## src/rtl/kpt_pkg.sv

```systemverilog
// kpt_pkg: shared constants, types and command/status bundles for the keyed point table.
// No dependencies; used by every other file of the block except kpt_ram.
package kpt_pkg;

    localparam int TABLE_DEPTH = 64;
    localparam int KEY_BITS    = 64;
    localparam int PKEY_W      = 64;
    localparam int WORD_W      = 32;
    localparam int IDX_W       = $clog2(TABLE_DEPTH);
    localparam int CNT_W       = $clog2(TABLE_DEPTH + 1);
    localparam int ENT_W       = 1 + KEY_BITS + WORD_W;

    typedef enum logic [1:0] {
        OP_INSERT = 2'd0,
        OP_DELETE = 2'd1,
        OP_QUERY  = 2'd2,
        OP_MODIFY = 2'd3
    } t_op;

    typedef struct packed {
        logic                kind;
        logic [KEY_BITS-1:0] key;
        logic [WORD_W-1:0]   word;
    } t_ent;

    typedef struct packed {
        logic load;
        logic scan;
        logic exec;
        logic shift;
    } t_cmd;

    typedef struct packed {
        logic             scan_done;
        logic             shift_done;
        logic             del_go;
        logic [CNT_W-1:0] cnt;
    } t_sts;

endpackage

```

## src/rtl/kpt_ctrl.sv

```systemverilog
// kpt_ctrl: request sequencer (idle, scan, execute, compact) and response valid flag.
// Depends on kpt_pkg; drives kpt_dp through t_cmd and reads back t_sts.
module kpt_ctrl (
    input  logic          i_clk,
    input  logic          i_rst_n,
    input  logic          i_req_valid,
    output logic          o_req_ready,
    output logic          o_rsp_valid,
    input  logic          i_rsp_ready,
    input  kpt_pkg::t_sts i_sts,
    output kpt_pkg::t_cmd o_cmd
);
    import kpt_pkg::*;

    typedef enum logic [3:0] {
        S_IDLE  = 4'b0001,
        S_SCAN  = 4'b0010,
        S_EXEC  = 4'b0100,
        S_SHIFT = 4'b1000
    } t_state;

    t_state r_state, n_state;
    logic   r_rsp_vld, n_rsp_vld;
    logic   rsp_free;

    assign rsp_free = !r_rsp_vld || i_rsp_ready;

    always_comb begin
        n_state   = r_state;
        n_rsp_vld = r_rsp_vld && !i_rsp_ready;
        o_cmd     = '0;
        unique case (r_state)
            S_IDLE: begin
                if (i_req_valid) begin
                    o_cmd.load = 1'b1;
                    n_state    = S_SCAN;
                end
            end
            S_SCAN: begin
                o_cmd.scan = 1'b1;
                if (i_sts.scan_done) begin
                    n_state = S_EXEC;
                end
            end
            S_EXEC: begin
                if (rsp_free) begin
                    o_cmd.exec = 1'b1;
                    n_rsp_vld  = 1'b1;
                    n_state    = i_sts.del_go ? S_SHIFT : S_IDLE;
                end
            end
            S_SHIFT: begin
                o_cmd.shift = 1'b1;
                if (i_sts.shift_done) begin
                    n_state = S_IDLE;
                end
            end
            default: begin
                n_state = S_IDLE;
            end
        endcase
    end

    always_ff @(posedge i_clk) begin
        if (!i_rst_n) begin
            r_state   <= S_IDLE;
            r_rsp_vld <= 1'b0;
        end else begin
            r_state   <= n_state;
            r_rsp_vld <= n_rsp_vld;
        end
    end

    assign o_req_ready = (r_state == S_IDLE);
    assign o_rsp_valid = r_rsp_vld;
endmodule

```

## config.mk

```make
export PLATFORM = sky130hd
export DESIGN_NAME = kpt_ctrl
export DESIGN_NICKNAME = d
export VERILOG_FILES = /design/src/rtl/kpt_pkg.sv /design/src/rtl/kpt_ctrl.sv
export SDC_FILE = /design/constraint.sdc
export NUM_CORES = 1
export LEC_CHECK = 0
export BUFFER_PORTS_ARGS = -buffer_cell sky130_fd_sc_hd__buf_2
export CAP_MARGIN = 20
export CORE_AREA = 2 2 39 41
export CTS_CLUSTER_DIAMETER = 100
export CTS_CLUSTER_SIZE = 12
export DETAILED_ROUTE_END_ITERATION = 7
export DIE_AREA = 0 0 41 43
export GPL_TIMING_DRIVEN = 0
export MAX_ROUTING_LAYER = met4
export PLACE_DENSITY = 0.47
export SLEW_MARGIN = 10
export SYNTH_ARGS = -nofsm -noshare
export SYNTH_HDL_FRONTEND = slang
export SYNTH_SLANG_ARGS = --single-unit
```

## constraint.sdc

```tcl
create_clock -name i_clk -period 1.8 [get_ports i_clk]
set_input_delay 0.18 -clock i_clk [delete_from_list [all_inputs] [get_ports i_clk]]
set_output_delay 0.18 -clock i_clk [all_outputs]
set_load 0.05 [all_outputs]
```

**Word level (Yosys, flattened, before mapping)**

Index checks and enable logic that the tools add are counted.

- Eq/ne operators: 8
- Multiplexer cells: 14
- Reduce and logical (&&, ||, !) cells: 5

Operators by type and width:

| cell | count |
|---|---|
| 2-to-1 mux 4 bit | 5 |
| case mux 4 bit (4 select lines) | 1 |
| 2-to-1 mux 1 bit | 8 |
| inequality test 2 bit, second input constant | 4 |
| == test 4 x 1 -> 1 bit, second input constant | 1 |
| == test 4 x 2 -> 1 bit, second input constant | 1 |
| == test 4 x 3 -> 1 bit, second input constant | 1 |
| == test 4 bit, second input constant | 1 |
| AND reduction 4 bit | 1 |
| logical NOT 1 bit | 2 |
| logical AND 1 bit | 1 |
| logical OR 1 bit | 1 |

- Register bits after elaboration: 5
- Input port bits: 14
- Output and inout port bits: 6
- Logic and storage cells: 29

**Depth between registers and ports, before layout**

- Depth in word-level cells: 4
- Gate-level depth with buffers: 5
- Depth with buffers taken out: 4

**Worst setup path before layout**

OpenSTA, ideal clock, no wires.

- Path type: reg-to-reg
- Start: register r_state[0]
- End: register r_state[1]
- Setup time: 0.059 ns
- Arrival time: 3.014 ns
- Data required time: 1.741 ns
- Path slack: -1.273 ns
- Stages on the path, launching flop included: 5
- Path buffers: 1
- Clock period less this slack: 3.073 ns
- Path through: dfxtp_1 -> buf_2 -> nor4b_1 -> and2_1 -> o21a_1

- Longest elaborated chain between the ends: 3
- Elaborated cells between the ends (all ways): 10
- Those cells by class: 8 x eq/ne; 1 x mux; 1 x reduce/logical

RTL lines:

| element | line | text |
|---|---|---|
| start: declaration | kpt_ctrl.sv:22 | `t_state r_state, n_state;` |
| start signal: assignment | kpt_ctrl.sv:69 | `r_state <= n_state;` |
| == test 4 x 1 -> 1 bit (*) | n/a |  |
| named net o_req_ready | kpt_ctrl.sv:7 | `output logic o_req_ready,` |
| inequality test 2 bit (no line) | n/a |  |
| AND reduction 4 bit (no line) | n/a |  |

Mark *: on every way through the listed nets, which the timed path passes. The rest lies on a longest branch.
A chain may end at the register's enable or synchronous reset.

==> flow_metrics.env <==
export IMPL_die_w_um=41
export IMPL_core_mm2=0.00138
export IMPL_worst_pin_slew_ps=352
export IMPL_ys_ff_latch=5
export IMPL_grt_first_pass_wirelength_um=1130
export IMPL_hold_buffers=0
export IMPL_seq_area_frac_synth=0.296
export IMPL_dr_first_iter_drc_count=4
export IMPL_clock_path_buffers=2
export IMPL_cts_root_buf="clkbuf_4"
export IMPL_power_density_mw_per_mm2=893
export IMPL_syn_nets=52
export IMPL_maxSlewHeadroom=0.764
export IMPL_crit_arrival_ps=1530
export IMPL_cp_slowest_stage_delay_ps=590
export IMPL_first_pass_iters=3
export IMPL_rsz0062_at_grt="no"
export IMPL_vias=316
export IMPL_fin_util=0.337
export IMPL_slew_viol_final=0
export IMPL_worstSetupPathType="flip-flop to primary output"
export IMPL_ant_nets=0
export IMPL_clock_sinks=5
export IMPL_htreeDepth=1
export IMPL_worstHoldPathType="primary input to flip-flop"
export IMPL_overflow=0
export IMPL_grt_max_degree=9
export IMPL_cts_clk_slew_worst_paths_ps=50
export IMPL_grt_pass1_vias=282
export IMPL_cts_buffers=3
export IMPL_crit_fanout=7
export IMPL_final_nets=69
export IMPL_fmax_ghz=0.584
export IMPL_hold_viol=0
export IMPL_avgSynthCellArea_um2=8.89
export IMPL_cts_tree="done"
export IMPL_gp_congestion=0.740
export IMPL_wirelength_um=686
export IMPL_insertedDiodeCount=0
export IMPL_start_util=0.244
export IMPL_slowest_stage="or4b_4"
export IMPL_status="finished clean"
export IMPL_mostFrequentLayoutCells="buf_2, nor2_1, dfxtp_1"
export IMPL_required_ps=1620
export IMPL_final_common_cell="buf_2"
export IMPL_worst_setup_path_end_kind="primary output"
export IMPL_post_place_cells=66
export IMPL_io_pin_count=20
export IMPL_synth_area_um2=338
export IMPL_fillers=156
export IMPL_clk_latency_ps=240
export IMPL_areaGrowthSynthToFinish_pct=38.1
export IMPL_ir_drop_mv=0.348
export IMPL_antenna_found_initial=0
export IMPL_skew_ps=6.25
export IMPL_fin_crit_sh=0.951
export IMPL_path_cells="or4b_4 -> inv_1 -> buf_4 -> buf_6"
export IMPL_min_period_ps=1710
export IMPL_fin_cells=70
export IMPL_synth_warnings=0
export IMPL_via_per_inst=4.51
export IMPL_setup_worst_path_start_class="flip-flop"
export IMPL_synth_distinct_cells=22
export IMPL_wl_per_cell_um=9.80
export IMPL_port_buffers=12
export IMPL_route_detailed_drc=0
export IMPL_fp_dieH_um=43
export IMPL_syn_inst=38
export IMPL_setup_viol=0
export IMPL_die_area_mm2=0.00176
export IMPL_hpwl_um=540
export IMPL_grt_usage=0.105
export IMPL_drive_gt1_frac=0.444
export IMPL_cap_violations=0
export IMPL_p_leak_nw=0.203
export IMPL_rows=14
## Yosys cell counts, drive strengths merged
master  instances  area share
inv             3       0.033
dfxtp           5        0.30
xor2            1       0.026
o21a            1       0.022
buf             2       0.037
nor2b           2       0.037
nor4b           3       0.096
a311oi          1       0.026
nand3b          1       0.059
nor3b           3       0.067
or4b            1       0.041
o21ai           2       0.030
nand3           1       0.015
nand2           2       0.030
and2            1       0.019
nor2            5       0.078
mux2i           2       0.059
a21oi           2       0.030
## cell families after synthesis
| logic type | count (synthesis) | share of synthesized area |
|---|---|---|
| xor+xnor | 1 | 0.0259 |
| simple gates | 19 | 0.441 |
| flops | 5 | 0.296 |
| mux | 2 | 0.0593 |
| compound gates | 6 | 0.107 |
| buf+inv | 5 | 0.0704 |
## routing by layer
layer	GRT usage	wire length [um]	part of all wire
met3	0.0942	65	0.095
met1	0.129	336	0.49
met2	0.119	284	0.41
met5	-	0	0
met4	0.0400	0	0
## worst paths after layout
check          endpoint  cells past startpoint  startpoint  slack (ps)
max            o_cmd[2]                      4  r_state[2]          90
min          r_state[1]                      2     i_rst_n         200
max reg2reg  r_state[3]                      4  r_state[2]         340
min reg2reg  r_state[3]                      2  r_state[3]         600
## report_power, final
| part | internal, mW | total, mW | switching (mW) |
|---|---|---|---|
| clock network | 0.0839 | 0.131 | 0.0471 |
| logic | 0.0574 | 0.153 | 0.0956 |
| registers | 0.121 | 0.133 | 0.0117 |
| total | 0.263 | 0.417 | 0.154 |
## area by class of cell
cell class,instances,area (um^2),share of cell area
inverters,3,11.3,0.0241
well taps,16,20.0,0.0429
flip-flops and latches,5,101,0.217
plain buffers,2,12.5,0.0268
multi-input cells,28,229,0.491
repair buffers,12,66.3,0.142
clock buffers,4,26.3,0.0563
## sequential cells by signal (all words and copies together) (netlist names)
signal / cells
o_rsp_valid: 1
r_state: 4
## timing repair
action / 4_1_cts / 5_1_grt
setup buffers: 0 / 0
resized for setup: 3 / 1
setup endpoints to repair: 2 / 1
## per-stage QoR
stage	instance area (um^2)	worst slack, ps	total power [mW]	hold WS, ps	TNS [ps]
after floorplan	344	-465	0.250	297	-1310
after global placement	424	223	0.282	434	0
after detailed placement	424	222	0.283	439	0
after CTS	463	41.1	0.424	192	0
after global routing	467	4.05	0.453	193	0
final	467	87.9	0.417	197	0
## critical path, delay by kind of cell, from the launching register on
kind | cells | cell delay (ps)
and+or+nand+nor | 1 | 590
DFF | 1 | 380
buffers and inverters | 3 | 310
Power figures use the tool's default switching activity.
